File: src/design/lte_pkg.sv
`timescale 1ns / 1ps
// ----------------------------------------------------------------------------
// lte_pkg
// Shared types, character codes and the escape sequence table of the
// terminal line editor.
// ----------------------------------------------------------------------------
`default_nettype none

package lte_pkg;

    typedef enum logic [3:0] {
        OP_BELL      = 4'd0,
        OP_ECHO_WR   = 4'd1,
        OP_BS        = 4'd2,
        OP_DEL       = 4'd3,
        OP_LEFT      = 4'd4,
        OP_RIGHT     = 4'd5,
        OP_FETCH     = 4'd6,
        OP_EMPTY     = 4'd7,
        OP_NOT_READY = 4'd8
    } cmd_op_t;

    typedef enum logic [1:0] {
        KIND_ECHO      = 2'd0,
        KIND_LINE      = 2'd1,
        KIND_EMPTY     = 2'd2,
        KIND_NOT_READY = 2'd3
    } kind_t;

    // command passed from front to back end
    typedef struct packed {
        cmd_op_t     op;
        logic [6:0]  data;
    } cmd_head_t;

    localparam logic [7:0] CH_BS       = 8'h08;
    localparam logic [7:0] CH_LF       = 8'h0a;
    localparam logic [7:0] CH_CR       = 8'h0d;
    localparam logic [7:0] CH_ESC      = 8'h1b;
    localparam logic [7:0] CH_SPACE    = 8'h20;
    localparam logic [7:0] CH_TWO      = 8'h32;
    localparam logic [7:0] CH_THREE    = 8'h33;
    localparam logic [7:0] CH_FIVE     = 8'h35;
    localparam logic [7:0] CH_SIX      = 8'h36;
    localparam logic [7:0] CH_RIGHT    = 8'h43;
    localparam logic [7:0] CH_LEFT     = 8'h44;
    localparam logic [7:0] CH_LBRACKET = 8'h5b;
    localparam logic [6:0] BELL_CODE   = 7'h07;

    // escape table layout: left, save, erase, restore, right
    localparam logic [3:0] ROM_LEFT        = 4'd0;
    localparam logic [3:0] ROM_LEFT_END    = 4'd2;
    localparam logic [3:0] ROM_SAVE        = 4'd3;
    localparam logic [3:0] ROM_ERASE_END   = 4'd9;
    localparam logic [3:0] ROM_RESTORE     = 4'd10;
    localparam logic [3:0] ROM_RESTORE_END = 4'd12;
    localparam logic [3:0] ROM_RIGHT       = 4'd13;
    localparam logic [3:0] ROM_RIGHT_END   = 4'd15;

    function automatic logic [6:0] esc_byte(input logic [3:0] idx);
        logic [6:0] b;
        case (idx)
            4'd0:    b = 7'h1b;
            4'd1:    b = 7'h5b;
            4'd2:    b = 7'h44;
            4'd3:    b = 7'h1b;
            4'd4:    b = 7'h5b;
            4'd5:    b = 7'h73;
            4'd6:    b = 7'h1b;
            4'd7:    b = 7'h5b;
            4'd8:    b = 7'h30;
            4'd9:    b = 7'h4b;
            4'd10:   b = 7'h1b;
            4'd11:   b = 7'h5b;
            4'd12:   b = 7'h75;
            4'd13:   b = 7'h1b;
            4'd14:   b = 7'h5b;
            4'd15:   b = 7'h43;
            default: b = 7'h00;
        endcase
        return b;
    endfunction

endpackage

`default_nettype wire

File: src/design/lte_ram.sv
`timescale 1ns / 1ps
// ----------------------------------------------------------------------------
// lte_ram
// Generic single write port, single read port RAM with registered read.
// ----------------------------------------------------------------------------
`default_nettype none

module lte_ram #(
    parameter int WIDTH = 8,
    parameter int DEPTH = 32,
    localparam int AW = $clog2(DEPTH)
) (
    input  wire logic             clk,
    input  wire logic             wr_en,
    input  wire logic [AW-1:0]    wr_addr,
    input  wire logic [WIDTH-1:0] wr_data,
    input  wire logic             rd_en,
    input  wire logic [AW-1:0]    rd_addr,
    output logic      [WIDTH-1:0] rd_data
);

    logic [WIDTH-1:0] mem_reg [DEPTH];

    always_ff @(posedge clk)
    begin
        if (wr_en)
        begin
            mem_reg[wr_addr] <= wr_data;
        end
        if (rd_en)
        begin
            rd_data <= mem_reg[rd_addr];
        end
    end

endmodule

`default_nettype wire

File: src/design/lte_fifo.sv
`timescale 1ns / 1ps
// ----------------------------------------------------------------------------
// lte_fifo
// Small command queue between the front and back ends.
// ----------------------------------------------------------------------------
`default_nettype none

module lte_fifo #(
    parameter int WIDTH = 8,
    parameter int DEPTH = 4,
    localparam int AW = $clog2(DEPTH)
) (
    input  wire logic             clk,
    input  wire logic             rst_n,
    input  wire logic             push,
    input  wire logic [WIDTH-1:0] push_data,
    output logic                  full,
    input  wire logic             pop,
    output logic      [WIDTH-1:0] pop_data,
    output logic                  empty
);

    logic [WIDTH-1:0] mem_reg [DEPTH];
    logic [AW:0]      wr_ptr_reg;
    logic [AW:0]      wr_ptr_next;
    logic [AW:0]      rd_ptr_reg;
    logic [AW:0]      rd_ptr_next;

    assign full  = (wr_ptr_reg[AW] != rd_ptr_reg[AW]) &&
                   (wr_ptr_reg[AW-1:0] == rd_ptr_reg[AW-1:0]);
    assign empty = (wr_ptr_reg == rd_ptr_reg);
    assign pop_data = mem_reg[rd_ptr_reg[AW-1:0]];

    assign wr_ptr_next = (push && !full) ? wr_ptr_reg + 1'b1 : wr_ptr_reg;
    assign rd_ptr_next = (pop && !empty) ? rd_ptr_reg + 1'b1 : rd_ptr_reg;

    always_ff @(posedge clk or negedge rst_n)
    begin
        if (!rst_n)
        begin
            wr_ptr_reg <= '0;
            rd_ptr_reg <= '0;
        end
        else
        begin
            wr_ptr_reg <= wr_ptr_next;
            rd_ptr_reg <= rd_ptr_next;
        end
    end

    always_ff @(posedge clk)
    begin
        if (push && !full)
        begin
            mem_reg[wr_ptr_reg[AW-1:0]] <= push_data;
        end
    end

endmodule

`default_nettype wire

File: src/design/lte_front.sv
`timescale 1ns / 1ps
// ----------------------------------------------------------------------------
// lte_front
// Input decoder: tracks escape mode, cursor and text length, and turns each
// input transaction into at most one command for the back end.
// ----------------------------------------------------------------------------
`default_nettype none

module lte_front #(
    parameter int LINE_CHARS = 32,
    localparam int IW = $clog2(LINE_CHARS)
) (
    input  wire logic                clk,
    input  wire logic                rst_n,
    input  wire logic                s_tvalid,
    output logic                     s_tready,
    input  wire logic [7:0]          s_tdata,
    input  wire logic                s_tuser,
    input  wire logic                q_full,
    output logic                     q_push,
    output lte_pkg::cmd_head_t       q_head,
    output logic      [IW-1:0]       q_start,
    output logic      [IW-1:0]       q_len
);

    typedef enum logic [4:0] {
        MODE_RUNNING = 5'b00001,
        MODE_ESC     = 5'b00010,
        MODE_SBO     = 5'b00100,
        MODE_TILDE   = 5'b01000,
        MODE_FULL    = 5'b10000
    } mode_t;

    localparam logic [IW-1:0] LAST_POS = IW'(LINE_CHARS - 1);

    mode_t         mode_reg;
    mode_t         mode_next;
    logic [IW-1:0] cursor_reg;
    logic [IW-1:0] cursor_next;
    logic [IW-1:0] len_reg;
    logic [IW-1:0] len_next;
    logic          accept;
    logic          printable;

    assign s_tready  = !q_full;
    assign accept    = s_tvalid && s_tready;
    assign printable = !s_tdata[7] && (s_tdata >= lte_pkg::CH_SPACE);

    always_comb
    begin
        mode_next    = mode_reg;
        cursor_next  = cursor_reg;
        len_next     = len_reg;
        q_push       = 1'b0;
        q_head.op    = lte_pkg::OP_BELL;
        q_head.data  = lte_pkg::BELL_CODE;
        q_start      = cursor_reg;
        q_len        = len_reg;
        if (accept)
        begin
            if (s_tuser)
            begin
                q_push = 1'b1;
                if (mode_reg != MODE_FULL)
                begin
                    q_head.op = lte_pkg::OP_NOT_READY;
                end
                else
                begin
                    q_head.op   = (len_reg == '0) ? lte_pkg::OP_EMPTY : lte_pkg::OP_FETCH;
                    q_start     = '0;
                    len_next    = '0;
                    cursor_next = '0;
                    mode_next   = MODE_RUNNING;
                end
            end
            else
            begin
                case (mode_reg)
                    MODE_RUNNING:
                    begin
                        if (s_tdata == lte_pkg::CH_BS)
                        begin
                            q_push = 1'b1;
                            if (cursor_reg != '0)
                            begin
                                q_head.op   = lte_pkg::OP_BS;
                                cursor_next = cursor_reg - 1'b1;
                                len_next    = len_reg - 1'b1;
                            end
                        end
                        else if (s_tdata == lte_pkg::CH_ESC)
                        begin
                            mode_next = MODE_ESC;
                        end
                        else if (s_tdata == lte_pkg::CH_CR || s_tdata == lte_pkg::CH_LF)
                        begin
                            mode_next = MODE_FULL;
                        end
                        else if (printable)
                        begin
                            q_push = 1'b1;
                            if (cursor_reg != LAST_POS)
                            begin
                                q_head.op   = lte_pkg::OP_ECHO_WR;
                                q_head.data = s_tdata[6:0];
                                cursor_next = cursor_reg + 1'b1;
                                if (cursor_reg == len_reg)
                                begin
                                    len_next = len_reg + 1'b1;
                                end
                            end
                        end
                    end
                    MODE_ESC:
                    begin
                        mode_next = (s_tdata == lte_pkg::CH_LBRACKET) ? MODE_SBO : MODE_RUNNING;
                    end
                    MODE_SBO:
                    begin
                        mode_next = MODE_RUNNING;
                        if (s_tdata == lte_pkg::CH_RIGHT)
                        begin
                            q_push = 1'b1;
                            if (cursor_reg < len_reg && cursor_reg != LAST_POS)
                            begin
                                q_head.op   = lte_pkg::OP_RIGHT;
                                cursor_next = cursor_reg + 1'b1;
                            end
                        end
                        else if (s_tdata == lte_pkg::CH_LEFT)
                        begin
                            q_push = 1'b1;
                            if (cursor_reg != '0)
                            begin
                                q_head.op   = lte_pkg::OP_LEFT;
                                cursor_next = cursor_reg - 1'b1;
                            end
                        end
                        else if (s_tdata == lte_pkg::CH_THREE)
                        begin
                            q_push    = 1'b1;
                            mode_next = MODE_TILDE;
                            if (cursor_reg < len_reg)
                            begin
                                q_head.op = lte_pkg::OP_DEL;
                                q_start   = cursor_reg + 1'b1;
                                len_next  = len_reg - 1'b1;
                            end
                        end
                        else if (s_tdata == lte_pkg::CH_TWO || s_tdata == lte_pkg::CH_FIVE ||
                                 s_tdata == lte_pkg::CH_SIX)
                        begin
                            mode_next = MODE_TILDE;
                        end
                    end
                    MODE_TILDE:
                    begin
                        mode_next = MODE_RUNNING;
                    end
                    default:
                    begin
                        mode_next = mode_reg;
                    end
                endcase
            end
        end
    end

    always_ff @(posedge clk or negedge rst_n)
    begin
        if (!rst_n)
        begin
            mode_reg   <= MODE_RUNNING;
            cursor_reg <= '0;
            len_reg    <= '0;
        end
        else
        begin
            mode_reg   <= mode_next;
            cursor_reg <= cursor_next;
            len_reg    <= len_next;
        end
    end

endmodule

`default_nettype wire

File: src/design/lte_back.sv
`timescale 1ns / 1ps
// ----------------------------------------------------------------------------
// lte_back
// Command executor: owns the line store RAM, plays out escape sequences,
// echoes and moves text one byte per cycle while the output is not stalled,
// and drives the output register.
`default_nettype none

module lte_back #(
    parameter int LINE_CHARS = 32,
    localparam int IW = $clog2(LINE_CHARS)
) (
    input  wire logic                clk,
    input  wire logic                rst_n,
    input  wire logic                q_empty,
    output logic                     q_pop,
    input  wire lte_pkg::cmd_head_t  q_head,
    input  wire logic [IW-1:0]       q_start,
    input  wire logic [IW-1:0]       q_len,
    output logic                     m_tvalid,
    input  wire logic                m_tready,
    output logic      [7:0]          m_tdata,
    output logic      [1:0]          m_tuser,
    output logic                     m_tlast
);

    typedef enum logic [4:0] {
        ST_IDLE   = 5'b00001,
        ST_PRE    = 5'b00010,
        ST_TXT_RD = 5'b00100,
        ST_TXT    = 5'b01000,
        ST_POST   = 5'b10000
    } state_t;

    state_t            state_reg;
    state_t            state_next;
    lte_pkg::cmd_op_t  op_reg;
    lte_pkg::cmd_op_t  op_next;
    logic [IW-1:0]     idx_reg;
    logic [IW-1:0]     idx_next;
    logic [IW-1:0]     len_reg;
    logic [IW-1:0]     len_next;
    logic [3:0]        rom_reg;
    logic [3:0]        rom_next;
    logic [3:0]        rom_end_reg;
    logic [3:0]        rom_end_next;
    logic [IW-1:0]     idx_plus;

    logic              out_valid_reg;
    logic              out_valid_next;
    lte_pkg::kind_t    out_kind_reg;
    logic [6:0]        out_data_reg;
    logic              out_last_reg;

    logic              load;
    logic              emit;
    lte_pkg::kind_t    e_kind;
    logic [6:0]        e_data;
    logic              e_last;

    logic              wr_en;
    logic [IW-1:0]     wr_addr;
    logic [6:0]        wr_data;
    logic              rd_en;
    logic [IW-1:0]     rd_addr;
    logic [6:0]        rd_data;
    logic              is_fetch;
    logic              is_edit;
    logic              txt_end;

    lte_ram #(
        .WIDTH (7),
        .DEPTH (LINE_CHARS)
    ) u_store (
        .clk     (clk),
        .wr_en   (wr_en),
        .wr_addr (wr_addr),
        .wr_data (wr_data),
        .rd_en   (rd_en),
        .rd_addr (rd_addr),
        .rd_data (rd_data)
    );

    assign load     = !out_valid_reg || m_tready;
    assign idx_plus = idx_reg + 1'b1;
    assign is_fetch = (op_reg == lte_pkg::OP_FETCH);
    assign is_edit  = (op_reg == lte_pkg::OP_BS) || (op_reg == lte_pkg::OP_DEL);
    assign txt_end  = (idx_plus == len_reg);

    always_comb
    begin
        state_next   = state_reg;
        op_next      = op_reg;
        idx_next     = idx_reg;
        len_next     = len_reg;
        rom_next     = rom_reg;
        rom_end_next = rom_end_reg;
        q_pop        = 1'b0;
        emit         = 1'b0;
        e_kind       = lte_pkg::KIND_ECHO;
        e_data       = '0;
        e_last       = 1'b0;
        wr_en        = 1'b0;
        wr_addr      = idx_reg - 1'b1;
        wr_data      = rd_data;
        rd_en        = 1'b0;
        rd_addr      = idx_reg;
        case (state_reg)
            ST_IDLE:
            begin
                if (!q_empty && load)
                begin
                    q_pop    = 1'b1;
                    op_next  = q_head.op;
                    idx_next = q_start;
                    len_next = q_len;
                    case (q_head.op)
                        lte_pkg::OP_BELL:
                        begin
                            emit   = 1'b1;
                            e_data = lte_pkg::BELL_CODE;
                            e_last = 1'b1;
                        end
                        lte_pkg::OP_ECHO_WR:
                        begin
                            emit    = 1'b1;
                            e_data  = q_head.data;
                            e_last  = 1'b1;
                            wr_en   = 1'b1;
                            wr_addr = q_start;
                            wr_data = q_head.data;
                        end
                        lte_pkg::OP_EMPTY:
                        begin
                            emit   = 1'b1;
                            e_kind = lte_pkg::KIND_EMPTY;
                            e_last = 1'b1;
                        end
                        lte_pkg::OP_NOT_READY:
                        begin
                            emit   = 1'b1;
                            e_kind = lte_pkg::KIND_NOT_READY;
                            e_last = 1'b1;
                        end
                        lte_pkg::OP_LEFT:
                        begin
                            rom_next     = lte_pkg::ROM_LEFT;
                            rom_end_next = lte_pkg::ROM_LEFT_END;
                            state_next   = ST_PRE;
                        end
                        lte_pkg::OP_RIGHT:
                        begin
                            rom_next     = lte_pkg::ROM_RIGHT;
                            rom_end_next = lte_pkg::ROM_RIGHT_END;
                            state_next   = ST_PRE;
                        end
                        lte_pkg::OP_BS:
                        begin
                            rom_next     = lte_pkg::ROM_LEFT;
                            rom_end_next = lte_pkg::ROM_ERASE_END;
                            state_next   = ST_PRE;
                        end
                        lte_pkg::OP_DEL:
                        begin
                            rom_next     = lte_pkg::ROM_SAVE;
                            rom_end_next = lte_pkg::ROM_ERASE_END;
                            state_next   = ST_PRE;
                        end
                        lte_pkg::OP_FETCH:
                        begin
                            state_next = ST_TXT_RD;
                        end
                        default:
                        begin
                            state_next = ST_IDLE;
                        end
                    endcase
                end
            end
            ST_PRE:
            begin
                if (load)
                begin
                    emit     = 1'b1;
                    e_data   = lte_pkg::esc_byte(rom_reg);
                    e_last   = (rom_reg == rom_end_reg) && !is_edit;
                    rom_next = rom_reg + 1'b1;
                    if (rom_reg == rom_end_reg)
                    begin
                        if (!is_edit)
                        begin
                            state_next = ST_IDLE;
                        end
                        else if (idx_reg < len_reg)
                        begin
                            state_next = ST_TXT_RD;
                        end
                        else
                        begin
                            rom_next   = lte_pkg::ROM_RESTORE;
                            state_next = ST_POST;
                        end
                    end
                end
            end
            ST_TXT_RD:
            begin
                rd_en      = 1'b1;
                state_next = ST_TXT;
            end
            ST_TXT:
            begin
                if (load)
                begin
                    emit     = 1'b1;
                    e_kind   = is_fetch ? lte_pkg::KIND_LINE : lte_pkg::KIND_ECHO;
                    e_data   = rd_data;
                    e_last   = is_fetch && txt_end;
                    wr_en    = !is_fetch;
                    idx_next = idx_plus;
                    if (!txt_end)
                    begin
                        rd_en   = 1'b1;
                        rd_addr = idx_plus;
                    end
                    else if (is_fetch)
                    begin
                        state_next = ST_IDLE;
                    end
                    else
                    begin
                        rom_next   = lte_pkg::ROM_RESTORE;
                        state_next = ST_POST;
                    end
                end
            end
            ST_POST:
            begin
                if (load)
                begin
                    emit     = 1'b1;
                    e_data   = lte_pkg::esc_byte(rom_reg);
                    e_last   = (rom_reg == lte_pkg::ROM_RESTORE_END);
                    rom_next = rom_reg + 1'b1;
                    if (rom_reg == lte_pkg::ROM_RESTORE_END)
                    begin
                        state_next = ST_IDLE;
                    end
                end
            end
            default:
            begin
                state_next = ST_IDLE;
            end
        endcase
    end

    assign out_valid_next = load ? emit : out_valid_reg;

    always_ff @(posedge clk or negedge rst_n)
    begin
        if (!rst_n)
        begin
            state_reg     <= ST_IDLE;
            out_valid_reg <= 1'b0;
        end
        else
        begin
            state_reg     <= state_next;
            out_valid_reg <= out_valid_next;
        end
    end

    always_ff @(posedge clk)
    begin
        op_reg      <= op_next;
        idx_reg     <= idx_next;
        len_reg     <= len_next;
        rom_reg     <= rom_next;
        rom_end_reg <= rom_end_next;
        if (load && emit)
        begin
            out_kind_reg <= e_kind;
            out_data_reg <= e_data;
            out_last_reg <= e_last;
        end
    end

    assign m_tvalid = out_valid_reg;
    assign m_tdata  = {1'b0, out_data_reg};
    assign m_tuser  = out_kind_reg;
    assign m_tlast  = out_last_reg;

endmodule

`default_nettype wire

File: src/design/terminal_line_editor_top.sv
`timescale 1ns / 1ps
// ----------------------------------------------------------------------------
// terminal_line_editor_top
// Console line editor with VT100 echo: decoder front end, command queue,
// executor back end with the line store RAM.
//
//   channel  dir  signals                        payload
//   s_*      in   tvalid tready tdata tuser      tdata=char_code, tuser=func
//   m_*      out  tvalid tready tdata tuser tlast tdata=data_byte, tuser=kind
//
// Front end takes one transaction per cycle while the queue has room.
// Back end: single-byte results are emitted directly, cursor moves play escape
// sequences, edits also rewrite the text, and a fetch reads it, 1 RAM read per
// byte. Reset clears mode, cursor and text length; the RAM is not swept, the text
// length alone marks entries valid. Output stalls hold the back end only.
// ----------------------------------------------------------------------------
`default_nettype none

module terminal_line_editor_top #(
    parameter int LINE_CHARS  = 32,
    parameter int QUEUE_DEPTH = 4
) (
    input  wire logic       clk,
    input  wire logic       rst_n,
    input  wire logic       s_tvalid,
    output logic            s_tready,
    input  wire logic [7:0] s_tdata,   // [7:0] char_code
    input  wire logic       s_tuser,   // [0] func
    output logic            m_tvalid,
    input  wire logic       m_tready,
    output logic      [7:0] m_tdata,   // [6:0] data_byte, [7] zero
    output logic      [1:0] m_tuser,   // [1:0] kind
    output logic            m_tlast
);

    localparam int IW = $clog2(LINE_CHARS);
    localparam int QW = $bits(lte_pkg::cmd_head_t) + 2 * IW;

    logic               q_push;
    logic               q_full;
    logic               q_pop;
    logic               q_empty;
    lte_pkg::cmd_head_t f_head;
    logic [IW-1:0]      f_start;
    logic [IW-1:0]      f_len;
    lte_pkg::cmd_head_t b_head;
    logic [IW-1:0]      b_start;
    logic [IW-1:0]      b_len;
    logic [QW-1:0]      q_in;
    logic [QW-1:0]      q_out;

    lte_front #(
        .LINE_CHARS (LINE_CHARS)
    ) u_front (
        .clk      (clk),
        .rst_n    (rst_n),
        .s_tvalid (s_tvalid),
        .s_tready (s_tready),
        .s_tdata  (s_tdata),
        .s_tuser  (s_tuser),
        .q_full   (q_full),
        .q_push   (q_push),
        .q_head   (f_head),
        .q_start  (f_start),
        .q_len    (f_len)
    );

    assign q_in = {f_head, f_start, f_len};

    lte_fifo #(
        .WIDTH (QW),
        .DEPTH (QUEUE_DEPTH)
    ) u_queue (
        .clk       (clk),
        .rst_n     (rst_n),
        .push      (q_push),
        .push_data (q_in),
        .full      (q_full),
        .pop       (q_pop),
        .pop_data  (q_out),
        .empty     (q_empty)
    );

    assign {b_head, b_start, b_len} = q_out;

    lte_back #(
        .LINE_CHARS (LINE_CHARS)
    ) u_back (
        .clk      (clk),
        .rst_n    (rst_n),
        .q_empty  (q_empty),
        .q_pop    (q_pop),
        .q_head   (b_head),
        .q_start  (b_start),
        .q_len    (b_len),
        .m_tvalid (m_tvalid),
        .m_tready (m_tready),
        .m_tdata  (m_tdata),
        .m_tuser  (m_tuser),
        .m_tlast  (m_tlast)
    );

endmodule

`default_nettype wire
File: config.mk
export PLATFORM = sky130hd
export DESIGN_NAME = terminal_line_editor_top
export DESIGN_NICKNAME = d
export VERILOG_FILES = /design/src/design/lte_pkg.sv /design/src/design/lte_ram.sv /design/src/design/lte_fifo.sv /design/src/design/lte_front.sv /design/src/design/lte_back.sv /design/src/design/terminal_line_editor_top.sv
export SDC_FILE = /design/constraint.sdc
export NUM_CORES = 1
export LEC_CHECK = 0
export BUFFER_PORTS_ARGS = -buffer_cell sky130_fd_sc_hd__buf_2
export CORE_UTILIZATION = 55
export DETAILED_ROUTE_END_ITERATION = 7
export GPL_ROUTABILITY_DRIVEN = 0
export PLACE_DENSITY = 0.71
export SYNTH_ARGS = -nofsm -noshare
export SYNTH_HDL_FRONTEND = slang
export SYNTH_SLANG_ARGS = --single-unit
File: constraint.sdc
create_clock -name clk -period 7.8 [get_ports clk]
set_input_delay 1.56 -clock clk [delete_from_list [all_inputs] [get_ports clk]]
set_output_delay 1.56 -clock clk [all_outputs]
set_load 0.02 [all_outputs]
* After elaboration in Yosys (flattened, before gate mapping)
Memory sizes are Yosys's and may differ from the RTL's. A register that Yosys moved wholly into a read port is not among the register bits.
Index checks and enable logic that the tools add are counted.
** Word-level totals
- RAM bits :: 308
- Memories kept :: 4
- Input bits :: 13
- Bits in registers :: 59
- Bits in read-only memories :: 224
- Logic and storage cells :: 282
- Output and inout port bits :: 13
- Latch bits :: 0
** Cells by class
- Bitwise operators :: 0
- Shifts and indexed selects :: 0
- Equality and inequality tests :: 65
- Muxes and demuxes :: 144
- $mul :: 0
- Reductions and logical operators :: 42
- Add/subtract/negate cells :: 9
- Divide/modulo/power cells :: 0
- Magnitude comparators :: 3
** Memory list
- u_back.u_store.mem_reg :: depth 32, bits a word 7, rd ports 1, clocked after Yosys merged registers in 1, write ports 1, line lte_ram.sv:22 : logic [WIDTH-1:0] mem_reg [DEPTH];
- (name not given) :: depth 16, bits a word 7, rd ports 1, clocked after Yosys merged registers in 1, write ports 0, line lte_pkg.sv:62 : case (idx)
- (name not given) :: depth 16, bits a word 7, rd ports 1, clocked after Yosys merged registers in 1, write ports 0, line lte_pkg.sv:62
- u_queue.mem_reg :: depth 4, bits a word 21, rd ports 1, clocked after Yosys merged registers in 0, write ports 1, line lte_fifo.sv:23 : logic [WIDTH-1:0] mem_reg [DEPTH];
** Operator list (number)
- $mux 5 :: 56
- $mux 4 :: 19
- $mux 7 :: 10
- $mux 11 :: 4
- $eq 8x6->1 const B :: 4
- $pmux 5 s2 :: 3
- $mux 1 :: 28
- $pmux 7 s4 :: 1
- $pmux 5 s5 :: 1
- $eq 8x4->1 const B :: 3
- $eq 8x7->1 const B :: 3
- $pmux 4 s3 :: 2
- $reduce_and 8->1 :: 3
- $eq 4x3->1 const B :: 5
- $ne 4x2->1 const B :: 5
- $pmux 5 s4 :: 1
- $eq 4x2->1 const B :: 4
- $pmux 4 s4 :: 1
- $add 5x1->5 const B :: 3
- $pmux 5 s3 :: 1
- $sub 5x1->5 const B :: 3
- $ne 2x1->1 const B :: 7
- $pmux 7 s2 :: 1
- $reduce_and 13->1 :: 1
- 45 further kinds :: 94

* Longest topological paths before layout
Gate-level depths: netlist of run 1.
- Word-level depth :: 12
- Gate-level depth with buffers :: 15
- Mapped depth without buffers :: 14

* By module
From an unflattened synthesis of run 1, not the netlist that was laid out.
** Unflattened totals
- Cell total of the unflattened synthesis :: 1090
- Area total of the unflattened synthesis :: 17326.6 sq um
** Modules (own cells, without submodules)
- lte_ram :: instances 1, area each 8903.5 sq um, cells an instance 370
- lte_fifo :: instances 1, area each 3549.7 sq um, cells an instance 159
- lte_back :: instances 1, area each 3029.2 sq um, cells an instance 319
- lte_front :: instances 1, area each 1844.3 sq um, cells an instance 242

* Worst setup path after synthesis of run 1
OpenSTA, ideal clock, no wires.
- Kind :: input-to-reg
- From :: input m_tready
- To :: memory u_back.u_store.mem_reg[68][0] (netlist: u_back.u_store.mem_reg[17][0]), enable pin
- Buffers on the path :: 2
- Setup slack :: 3.702 ns
- Arrival :: 3.738 ns
- Stages :: 9
- Cells stage by stage :: nor2b_1 > nor3_2 > and3b_1 > buf_4 > nand2_4 > o21a_1 > or2_2 > buf_2 > nor2_1
** On the way
- Longest elaborated chain between the ends :: 6
** Ends and longest elaborated chain
- start, declared :: line terminal_line_editor_top.sv:30 : input wire logic m_tready,
- $logic_or 1x1->1 * :: line lte_back.sv:84 : assign load = !out_valid_reg || m_tready;
- $logic_and 1x1->1 :: line lte_back.sv:111 : if (!q_empty && load)
- $mux 1 :: line lte_back.sv:111
- $pmux 1 s2 :: line lte_back.sv:108 : case (state_reg)
- $mux 1 :: line lte_ram.sv:26 : if (wr_en)
- $mux 1 (not written as such) :: line lte_ram.sv:28 : mem_reg[wr_addr] <= wr_data;
- end, declared :: line lte_ram.sv:22
Mark *: on every way between the ends. The rest lies on a longest branch, timed or not.

* Worst setup path after layout of run 1
- From :: register u_back.idx_reg[0]
- To :: register u_back.u_store.rd_data[3], read port of u_back.u_store.mem_reg, data pin
** On the way
- Longest elaborated chain between the ends :: 5
** Ends and longest elaborated chain
- start, declared :: line lte_back.sv:39 : logic [IW-1:0] idx_reg;
- start signal, assigned :: line lte_back.sv:277 : idx_reg <= idx_next;
- $add 5x1->5 :: line lte_back.sv:85 : assign idx_plus = idx_reg + 1'b1;
- $eq 5x5->1 :: line lte_back.sv:88 : assign txt_end = (idx_plus == len_reg);
- $mux 1 or $mux 5 (tied branches) :: line lte_back.sv:221 : if (!txt_end)
- $mux 1 or $mux 5 (tied branches) :: line lte_back.sv:213 : if (load)
- $pmux 1 s2 or $mux 5 (tied branches) :: line lte_back.sv:108
- end, declared :: line lte_ram.sv:19 : output logic [WIDTH-1:0] rd_data
Parallel ways exist; a longest one is shown, timed or not.
A chain may end at the register's enable or synchronous reset.

==> results of run 1 <==
## power by group through the flow
stage / Clock, µW / Sequential (µW) / Combinational, µW
detailed placement: 0 / 2830 / 2740
global route: 1890 / 2820 / 3030
floorplan: 0 / 2770 / 2150
finish: 1790 / 2790 / 2780
CTS: 1810 / 2790 / 2750
global placement: 0 / 2820 / 2700
## per-layer routing
layer  vias to the layer above  part of all wire  global-route usage
met4                         0             0.024              0.0728
met1                      5365              0.44               0.349
met5                         -                 0                   0
met3                        68             0.084              0.0476
met2                       478              0.46               0.378
li1                       5046                 -                   -
## layout make-up
type	count	area [µm²]	area share
Clock buffer	55	1090	0.0573
Clock inverter	16	154	0.00812
Inverter	31	116	0.00614
Tap cell	396	495	0.0261
Multi-Input combinational cell	861	5690	0.300
Sequential cell	380	11200	0.591
Timing Repair Buffer	36	210	0.0111
## worst max-delay path by stage
stage | slack, ns | endpoint | cells after the start | start
finish | 3.20 | u_back.u_store.rd_data[3] | 11 | u_back.idx_reg[0]
global route | 2.95 | u_back.u_store.rd_data[0] | 11 | u_back.idx_reg[0]
CTS | 3.25 | u_back.u_store.rd_data[1] | 11 | u_back.idx_reg[0]
detailed placement | 2.92 | u_back.u_store.rd_data[0] | 10 | m_tready
global placement | 3.01 | u_back.u_store.rd_data[3] | 11 | m_tready
floorplan | 3.70 | u_back.u_store.mem_reg[17][0] | 9 | m_tready
## metrics by stage
stage / hold WS (ns) / setup slack (ns) / area, µm² / total power, µW / cells
global placement: 0.473 / 3.01 / 17700 / 5510 / 1704
global route: 0.538 / 2.95 / 19000 / 7730 / 1775
floorplan: 0.460 / 3.70 / 17400 / 4910 / 1335
finish: 0.493 / 3.20 / 19000 / 7350 / 1775
CTS: 0.495 / 3.25 / 19000 / 7350 / 1775
detailed placement: 0.488 / 2.92 / 17700 / 5570 / 1704
## logic make-up (layout without fill, tap and decap cells)
logic type | after synthesis | after routing
flip-flops | 380 | 380
AND/OR/NAND/NOR | 514 | 514
adder cells (fa/ha/maj) | 30 | 30
other | 1 | 1
buffers and inverters | 94 | 138
multiplexers | 74 | 74
AO/OA/AOI/OAI | 215 | 215
XOR/XNOR | 27 | 27
## cells in the final DEF (no fill, tap or decap), drive strengths merged, types with 13 or more instances in the layout
cell / instances
nand2: 237
mux2: 16
nor2: 75
clkbuf: 55
a32oi: 30
nand3: 85
o21ai: 47
a31oi: 41
and3: 14
nand2b: 19
mux2i: 38
a21oi: 25
edfxtp: 346
nor3: 21
mux4: 20
and2: 15
inv: 32
xnor2: 13
nor4: 13
ha: 30
buf: 36
dfrtp: 25
==> impl_summary.log, run 1 <==
[metrics] run status: finished, violations left
[metrics] violated checks: design-rule violations
[metrics] yosys synthesis warning count: 0
[metrics] Worst EP required: 8.14 ns
[metrics] Psw: 2730 µW
[metrics] number of cells on the worst hold path: 1
[metrics] IR Drop Worst-Case VDD: 235 µV
[metrics] number of nets with antenna violations after routing: 0
[metrics] share of synthesized cell area in and, or, nand and nor gates: 0.140
[metrics] # fillers: 2,309
[metrics] number of buffer cells added on primary ports: 24
[metrics] die outline height: 180 µm
[metrics] detailed-route DRC error count: 2
[metrics] crit-path cells: ha_1, and3_4, xnor3_1, nand2_2, mux2_2, nand2_4, buf_4, nand2_1, a32oi_1, a31oi_1, nor4_2
[metrics] boundary pin count: 26
[metrics] flip-flop count of the largest register after layout: 224
[metrics] clock tree from TritonCTS: done
[metrics] synthesized-area fraction occupied by ao, oa, aoi and oai cells: 0.0905
[metrics] quantity of gates resized following cts: 0
[metrics] internal power: 4630 µW
[metrics] net total in the final layout: 1,392
[metrics] max-cap violations: 0
[metrics] relative slew slack: 0.113
[metrics] Setup violations, final: 0
[metrics] maximum buffer depth of the clock tree: 3
[metrics] power per unit of standard cell area: 388 mW/mm²
[metrics] post-detail-place hpwl: 25,600 µm
[metrics] count of routing violations after the opening detailed-route iteration: 1,185
[metrics] Final Routed Wirelength: 39,000 µm
[metrics] Final Util: 0.615
[metrics] buffer and inverter count on the worst path: 1
[metrics] total via count after detailed routing: 10,957
[metrics] top cell types by occurrence after synthesis: 346 x sky130_fd_sc_hd__edfxtp_1, 233 x sky130_fd_sc_hd__nand2_1, 85 x sky130_fd_sc_hd__nand3_1
[metrics] critical path's slowest cell: sky130_fd_sc_hd__nand2_4
[metrics] global-route wire length before repair: 60,700 µm
[metrics] endpoint of the worst hold path: u_queue.wr_ptr_reg[2]
[metrics] Syn Inst Count: 1,335
[metrics] origin of the worst min-delay path: u_queue.wr_ptr_reg[2]
[metrics] switch share: 0.371
[metrics] wire length per cell after detailed routing: 22.0 µm
[metrics] number of global-route vias before repair: 10,683
[metrics] number of endpoints with negative hold slack in the final report: 0
[metrics] flop and latch count out of synthesis: 380
[metrics] Die Width: 180 µm
[metrics] capture instance of the worst register-to-register path: u_back.u_store.rd_data[3]
[metrics] ANT cells: 0
[metrics] placement row count: 64
[metrics] xor/xnor cell area share of the yosys netlist: 0.0160
[metrics] fraction of layout cells with a size suffix above 1: 0.120
[metrics] Worst R2R Path Depth: 11
[metrics] cell type with the largest total area after synthesis: sky130_fd_sc_hd__edfxtp_1
[metrics] CTS H-tree depth: 2
[metrics] clock slew at reported path FFs: 0.06 ns
[metrics] dominant combinational cell family by area after synthesis: simple AND/OR/NAND/NOR gates
[metrics] transition time at the pin with the least slew margin: 1.33 ns
[metrics] type of the most critical hold path: flop to flop
[metrics] CP top delay family: simple AND/OR/NAND/NOR gates
[metrics] fraction of the mapped netlist area in adder cells: 0.0216
[metrics] number of buffers inserted during clock tree synthesis: 39
[metrics] share of power burned in the clock network: 0.243
[metrics] cell with the most instances after synthesis: sky130_fd_sc_hd__edfxtp_1
[metrics] Placeable Area: 0.0308 mm²
[metrics] count of clock tree sinks: 380
[metrics] setup repair after global routing missed its margin: false
[metrics] number of pins exceeding their max-slew limit in the final report: 0
[metrics] number of iterations in the first detailed-routing pass: 7
[metrics] worst setup path category: flop to flop
[metrics] maximum operating frequency: 0.217 GHz
[metrics] Seq/Total Area, Yosys: 0.644
[metrics] dominant cells by area after synthesis: sky130_fd_sc_hd__edfxtp_1 60%, sky130_fd_sc_hd__nand2_1 5.0%, sky130_fd_sc_hd__dfrtp_1 3.6%
[metrics] worst reg2reg path startpoint: u_back.idx_reg[0]
[metrics] GR Util All Layers: 0.243
[metrics] Post-Synthesis Cell Area: 0.0174 mm²
[metrics] count of flip-flops with a built-in enable after synthesis: 346
[metrics] Leak Pwr: 0.00656 µW
[metrics] proportion of power drawn by flip-flops and latches: 0.379
[metrics] starting density of the core: 0.564
[metrics] overall overflow remaining after global route: 0
[metrics] clock latency on the worst-skew pair: 0.53 ns
[metrics] net count of the mapped netlist: 1,378
[metrics] endpoint arrival time on the critical path: 4.95 ns
[metrics] final sum of negative setup slack: 0 ns
[metrics] Worst R2R Setup Slack: 3.20 ns
[metrics] Avg Inst Size Synth: 13.0 µm²
[metrics] antenna violations before repair: 0
[metrics] Clock Root Buffer: sky130_fd_sc_hd__clkbuf_16
[metrics] pin count of the biggest net entering global routing: 85
[metrics] multiplexer share of the synthesized area: 0.0588
[metrics] area grow syn2layout: 8.99%
[metrics] kind of end point of the critical path: flop
[metrics] quantity of hold-fixing buffers added after cts: 0
[metrics] Async SR Flop Fraction: 0.0711
[metrics] distinct cell type count after synthesis: 84
[metrics] combinational cell fraction of total power: 0.378
[metrics] final critical-path required period: 4.60 ns
[metrics] flip-flop cell with the highest count after synthesis: sky130_fd_sc_hd__edfxtp_1
[metrics] average via count per standard cell: 6.17
[metrics] area of the die: 0.0323 mm²
[metrics] critical path launch point type: flop
[metrics] clock skew: 0.0149 ns
[metrics] top-area cell type share of the netlist area: 0.597
[metrics] share of the clock period used by the worst path: 0.590
[metrics] buffers inserted by post-CTS timing repair: 0
[metrics] delay of the slowest critical-path stage: 0.78 ns
[metrics] Max FO, Critical Path: 84
Note: power is estimated with default switching activity, not from simulation.
==> inputs of run 2 (changes only) <==
Settings changed: PLACE_DENSITY 0.71 to 0.74.
Clock period 7.8 ns to 4.2 ns, I/O delays scaled along.
==> impl_summary.log, run 2 (synthesis results as in run 1) <==
[metrics] worst setup path category: flop to flop
[metrics] endpoint arrival time on the critical path: 4.18 ns
[metrics] CTS H-tree depth: 2
[metrics] quantity of gates resized following cts: 0
[metrics] placement row count: 64
[metrics] global-route wire length before repair: 63,500 µm
[metrics] final critical-path required period: 3.91 ns
[metrics] crit-path cells: ha_1, and3_4, xnor3_1, a31oi_4, nor3b_2, a21oi_2, o32ai_4, buf_4, a32oi_1, a31oi_1, nor4_2
[metrics] commonest non-fill, non-tap cells in the layout: 346 x sky130_fd_sc_hd__edfxtp_1, 233 x sky130_fd_sc_hd__nand2_1, 85 x sky130_fd_sc_hd__nand3_1, 74 x sky130_fd_sc_hd__nor2_1, 44 x sky130_fd_sc_hd__o21ai_0
[metrics] number of global-route vias before repair: 10,972
[metrics] power per unit of standard cell area: 728 mW/mm²
[metrics] post-detail-place hpwl: 26,200 µm
[metrics] number of pins exceeding their max-slew limit in the final report: 0
[metrics] average via count per standard cell: 6.25
[metrics] total via count after detailed routing: 11,258
[metrics] final sum of negative setup slack: 0 ns
[metrics] number of buffers inserted during clock tree synthesis: 39
[metrics] CP top delay family: compound AO/OA/AOI/OAI gates
[metrics] violated checks: design-rule violations
[metrics] count of clock tree sinks: 380
[metrics] buffers inserted by post-CTS timing repair: 0
[metrics] detailed-route DRC error count: 4
[metrics] count of routing violations after the opening detailed-route iteration: 1,342
[metrics] placed instance count: 1,729
[metrics] setup repair after global routing missed its margin: false
[metrics] Setup violations, final: 0
[metrics] delay of the slowest critical-path stage: 0.51 ns
[metrics] Leak Pwr: 0.00670 µW
[metrics] area of the die: 0.0323 mm²
[metrics] GR Util All Layers: 0.254
[metrics] number of iterations in the first detailed-routing pass: 8
[metrics] max-cap violations: 0
[metrics] run status: finished, violations left
[metrics] boundary pin count: 26
[metrics] type of the most critical hold path: primary input to async pin
[metrics] clock tree from TritonCTS: done
[metrics] critical path's slowest cell: sky130_fd_sc_hd__edfxtp_1
[metrics] IR Drop Worst-Case VDD: 402 µV
[metrics] clock latency on the worst-skew pair: 0.54 ns
[metrics] ANT cells: 0
[metrics] relative slew slack: 0.116
[metrics] clock slew at reported path FFs: 0.06 ns
[metrics] starting density of the core: 0.564
[metrics] share of the clock period used by the worst path: 0.930
[metrics] pin count of the biggest net entering global routing: 41
[metrics] Max FO, Critical Path: 18
[metrics] net total in the final layout: 1,417
[metrics] kind of end point of the critical path: flop
[metrics] wire length per cell after detailed routing: 22.4 µm
[metrics] number of nets with antenna violations after routing: 0
[metrics] buffer and inverter count on the worst path: 1
[metrics] maximum buffer depth of the clock tree: 3
[metrics] Placeable Area: 0.0308 mm²
[metrics] count of non-filler cells in the finished layout: 1,800
[metrics] area grow syn2layout: 10.3%
[metrics] number of endpoints with negative hold slack in the final report: 0
[metrics] die outline height: 180 µm
[metrics] Clock Root Buffer: sky130_fd_sc_hd__clkbuf_16
[metrics] number of buffer cells added on primary ports: 24
[metrics] Worst EP required: 4.47 ns
[metrics] Die Width: 180 µm
[metrics] Final Routed Wirelength: 40,400 µm
[metrics] maximum operating frequency: 0.256 GHz
[metrics] overall overflow remaining after global route: 0
[metrics] most frequent standard cell in the layout excluding fill and tap cells: sky130_fd_sc_hd__edfxtp_1
[metrics] fraction of layout cells with a size suffix above 1: 0.137
[metrics] quantity of hold-fixing buffers added after cts: 0
[metrics] transition time at the pin with the least slew margin: 1.31 ns
[metrics] critical path launch point type: flop
[metrics] flip-flop count of the largest register after layout: 224
[metrics] clock skew: 0.0234 ns
[metrics] antenna violations before repair: 0
## run 2: changes by cell type in the layout (fill, tap and decap cells not counted)
cell and delta:
sky130_fd_sc_hd__inv_6 +2, sky130_fd_sc_hd__clkinv_4 -1, sky130_fd_sc_hd__clkinv_1 +2, sky130_fd_sc_hd__clkinvlp_4 +2
sky130_fd_sc_hd__clkbuf_8 -3, sky130_fd_sc_hd__clkbuf_1 -3, sky130_fd_sc_hd__clkbuf_16 -1, sky130_fd_sc_hd__clkinv_8 -1
sky130_fd_sc_hd__buf_12 +3, sky130_fd_sc_hd__clkinv_2 +1, sky130_fd_sc_hd__buf_4 +22, sky130_fd_sc_hd__bufinv_16 +2
## run 2: path summary, 6_finish.rpt
| kind | slack, ns | end | cells past startpoint | startpoint |
|---|---|---|---|---|
| setup / recovery | 0.29 | u_back.u_store.rd_data[5] | 11 | u_back.idx_reg[1] |
| hold / removal | 0.37 | u_front.mode_reg[4] | 1 | rst_n |
| setup reg to reg | 0.29 | u_back.u_store.rd_data[5] | 11 | u_back.idx_reg[1] |
| hold reg to reg | 0.49 | u_queue.wr_ptr_reg[2] | 1 | u_queue.wr_ptr_reg[2] |
| max in group asynchronous | 3.35 | u_back.state_reg[1] | 1 | rst_n |
| min in group clk | 0.49 | u_queue.wr_ptr_reg[2] | 1 | u_queue.wr_ptr_reg[2] |
## run 2: cell type report
type / count / area, µm²
inverter: 31 / 116
clock inverter: 23 / 234
timing repair buffer: 61 / 435
clock buffer: 48 / 1010
fill: 2228 / 11600
multi-input combinational: 861 / 5690
tap: 396 / 495
sequential: 380 / 11200
## run 2: power by group
| group | switching [µW] | internal (µW) | total, µW |
|---|---|---|---|
| logic | 3440 | 1940 | 5380 |
| registers | 371 | 4820 | 5200 |
| clock network | 1420 | 1970 | 3390 |
| total | 5230 | 8740 | 14000 |
## run 2: worst reg2reg max path, delay by kind of cell, from the launching register on
family,cells,cell delay [ns]
flip-flops,1,0.51
AND/OR/NAND/NOR,3,0.63
adder cells (fa/ha/maj),1,0.46
XOR/XNOR,1,0.30
AO/OA/AOI/OAI,5,1.39
buffers and inverters,1,0.37
## run 2: layer usage
layer | GRT usage | wire length, µm | up-vias
met3 | 0.0381 | 3050 | 63
li1 | - | - | 5106
met2 | 0.401 | 19100 | 563
met1 | 0.367 | 17300 | 5526
met5 | 0 | 0 | -
met4 | 0.0728 | 956 | 0
## run 2: metrics by stage
stage	cell area [µm²]	power (µW)	setup WS (ns)	util	hold WS (ns)
2_1_floorplan	17400	9120	0.822	-	0.460
3_3_place_gp	17900	10400	0.430	0.582	0.474
3_5_place_dp	17900	10500	0.393	0.582	0.490
4_1_cts	19200	13900	0.402	0.622	0.395
5_1_grt	19200	14600	0.150	0.622	0.424
6_report	19200	14000	0.293	0.622	0.366
==> inputs of run 3 (changes only) <==
Settings changed: RECOVER_POWER set to 50.
==> impl_summary.log, run 3 (synthesis results as in run 1) <==
[metrics] run status: finished, violations left
[metrics] violated checks: design-rule violations, max-capacitance violations, max-slew violations
[metrics] area grow syn2layout: 9.96%
[metrics] IR Drop Worst-Case VDD: 400 µV
[metrics] Placeable Area: 0.0308 mm²
[metrics] combinational cell fraction of total power: 0.383
[metrics] clock skew: 0.0223 ns
[metrics] antenna violations before repair: 0
[metrics] net total in the final layout: 1,417
[metrics] fraction of layout cells with a size suffix above 1: 0.121
[metrics] Psw: 5210 µW
[metrics] final sum of negative setup slack: 0 ns
[metrics] transition time at the pin with the least slew margin: 1.73 ns
[metrics] final hold slack: 0.493 ns
[metrics] global-route wire length before repair: 63,500 µm
[metrics] max-cap violations: 1
[metrics] number of global-route vias before repair: 10,972
[metrics] count of routing violations after the opening detailed-route iteration: 1,395
[metrics] die outline height: 180 µm
[metrics] Final Routed Wirelength: 40,300 µm
[metrics] relative slew slack: -0.152
[metrics] quantity of hold-fixing buffers added after cts: 0
[metrics] number of nets with antenna violations after routing: 0
[metrics] Clock Root Buffer: sky130_fd_sc_hd__clkbuf_16
[metrics] clock slew at reported path FFs: 0.06 ns
[metrics] quantity of gates resized following cts: 0
[metrics] # fillers: 2,241
[metrics] area occupied by multi-input gates: 0.00567 mm²
[metrics] Leak Pwr: 0.00663 µW
[metrics] Max FO, Critical Path: 18
[metrics] type of the most critical hold path: flop to flop
[metrics] number of buffer cells added on primary ports: 24
[metrics] total via count after detailed routing: 11,255
[metrics] number of buffers inserted during clock tree synthesis: 39
[metrics] Worst EP required: 4.47 ns
[metrics] slack of the critical path: 0.285 ns
[metrics] sequential cell area: 0.0112 mm²
[metrics] setup repair after global routing missed its margin: false
[metrics] Setup violations, final: 0
[metrics] detailed-route DRC error count: 4
[metrics] GR Util All Layers: 0.254
[metrics] proportion of power drawn by flip-flops and latches: 0.374
[metrics] wire length per cell after detailed routing: 22.4 µm
[metrics] average via count per standard cell: 6.25
[metrics] flip-flop count of the largest register after layout: 224
[metrics] critical path launch point type: flop
[metrics] power per unit of standard cell area: 727 mW/mm²
[metrics] pin count of the biggest net entering global routing: 41
[metrics] Critical path origin: u_back.idx_reg[1]
[metrics] Die Width: 180 µm
[metrics] overall overflow remaining after global route: 0
[metrics] internal power: 8690 µW
[metrics] clock tree from TritonCTS: done
[metrics] fin area: 0.0191 mm²
[metrics] maximum buffer depth of the clock tree: 3
[metrics] switch share: 0.375
[metrics] buffers inserted by post-CTS timing repair: 0
[metrics] most frequent standard cell in the layout excluding fill and tap cells: sky130_fd_sc_hd__edfxtp_1
[metrics] clock latency on the worst-skew pair: 0.54 ns
[metrics] number of endpoints with negative hold slack in the final report: 0
[metrics] placement row count: 64
[metrics] area of the die: 0.0323 mm²
[metrics] post-detail-place hpwl: 26,200 µm
[metrics] number of pins exceeding their max-slew limit in the final report: 28
[metrics] boundary pin count: 26
[metrics] endpoint arrival time on the critical path: 4.19 ns
[metrics] CTS H-tree depth: 2
[metrics] final critical-path required period: 3.91 ns
[metrics] share of the clock period used by the worst path: 0.932
[metrics] ANT cells: 0
[metrics] number of iterations in the first detailed-routing pass: 7
[metrics] commonest non-fill, non-tap cells in the layout: 346 x sky130_fd_sc_hd__edfxtp_1, 234 x sky130_fd_sc_hd__nand2_1, 85 x sky130_fd_sc_hd__nand3_1, 74 x sky130_fd_sc_hd__nor2_1, 44 x sky130_fd_sc_hd__o21ai_0
[metrics] starting density of the core: 0.564
[metrics] maximum operating frequency: 0.255 GHz
[metrics] worst setup path category: flop to flop
[metrics] worst reg2reg path startpoint: u_back.idx_reg[1]
[metrics] share of power burned in the clock network: 0.243
[metrics] total chip power: 13,900 µW
[metrics] pre-CTS worst setup slack: 0.393 ns
[metrics] kind of end point of the critical path: flop
[metrics] origin of the worst min-delay path: u_queue.wr_ptr_reg[2]
[metrics] count of clock tree sinks: 380
[metrics] standard cell area after detailed placement: 0.0179 mm²
run 3: cell types whose count changed in the layout (fill, tap and decap cells not counted), sizes merged:
cell / before / now
clkbuf: 48 / 70
buf: 61 / 39
run 3: final cells by class:
| cell class | count | share of cell area |
|---|---|---|
| clock buffer | 48 | 0.0528 |
| clock inverter | 23 | 0.0122 |
| inverter | 31 | 0.00608 |
| multi-input combinational | 861 | 0.296 |
| sequential | 380 | 0.586 |
| tap | 396 | 0.0259 |
| timing repair buffer | 61 | 0.0207 |
run 3: through the flow:
step            util  std cells
3_5_place_dp   0.582       1729
3_3_place_gp   0.582       1729
2_1_floorplan      -       1335
5_1_grt        0.621       1800
4_1_cts        0.622       1800
6_report       0.621       1800
run 3: worst paths after layout:
| check | to | slack, ns | cells after the start |
|---|---|---|---|
| worst max-delay path | u_back.u_store.rd_data[5] | 0.29 | 11 |
| worst min-delay path | u_queue.wr_ptr_reg[2] | 0.49 | 1 |
| worst max register to register | u_back.u_store.rd_data[5] | 0.29 | 11 |
| worst min register to register | u_queue.wr_ptr_reg[2] | 0.49 | 1 |
| min in group asynchronous | u_front.mode_reg[4] | 0.76 | 1 |
| max in group asynchronous | u_queue.wr_ptr_reg[2] | 2.43 | 1 |
run 3: metal layers:
| layer | vias up | part of all wire | GRT usage |
|---|---|---|---|
| li1 | 5114 | - | - |
| met1 | 5519 | 0.42 | 0.367 |
| met2 | 550 | 0.47 | 0.401 |
| met3 | 72 | 0.080 | 0.0381 |
| met4 | 0 | 0.024 | 0.0728 |
| met5 | - | 0 | 0 |
run 3: critical path, cell delays in order, from the launching register on:
cell and delay [ns]:
sky130_fd_sc_hd__edfxtp_1 0.49, sky130_fd_sc_hd__ha_1 0.46, sky130_fd_sc_hd__and3_1 0.32, sky130_fd_sc_hd__xnor3_1 0.32, sky130_fd_sc_hd__a31oi_4 0.34, sky130_fd_sc_hd__nor3b_2 0.25
sky130_fd_sc_hd__a21oi_2 0.09, sky130_fd_sc_hd__o32ai_4 0.40, sky130_fd_sc_hd__buf_4 0.36, sky130_fd_sc_hd__a32oi_1 0.13, sky130_fd_sc_hd__a31oi_1 0.41, sky130_fd_sc_hd__nor4_2 0.09
run 3: power by group through the flow:
stage               clock (µW)  sequential (µW)  combinational [µW]
finish                    3380             5200                5320
global route              3570             5260                5750
floorplan                    0             5140                3980
global placement             0             5240                5120
CTS                       3420             5190                5330
detailed placement           0             5260                5270
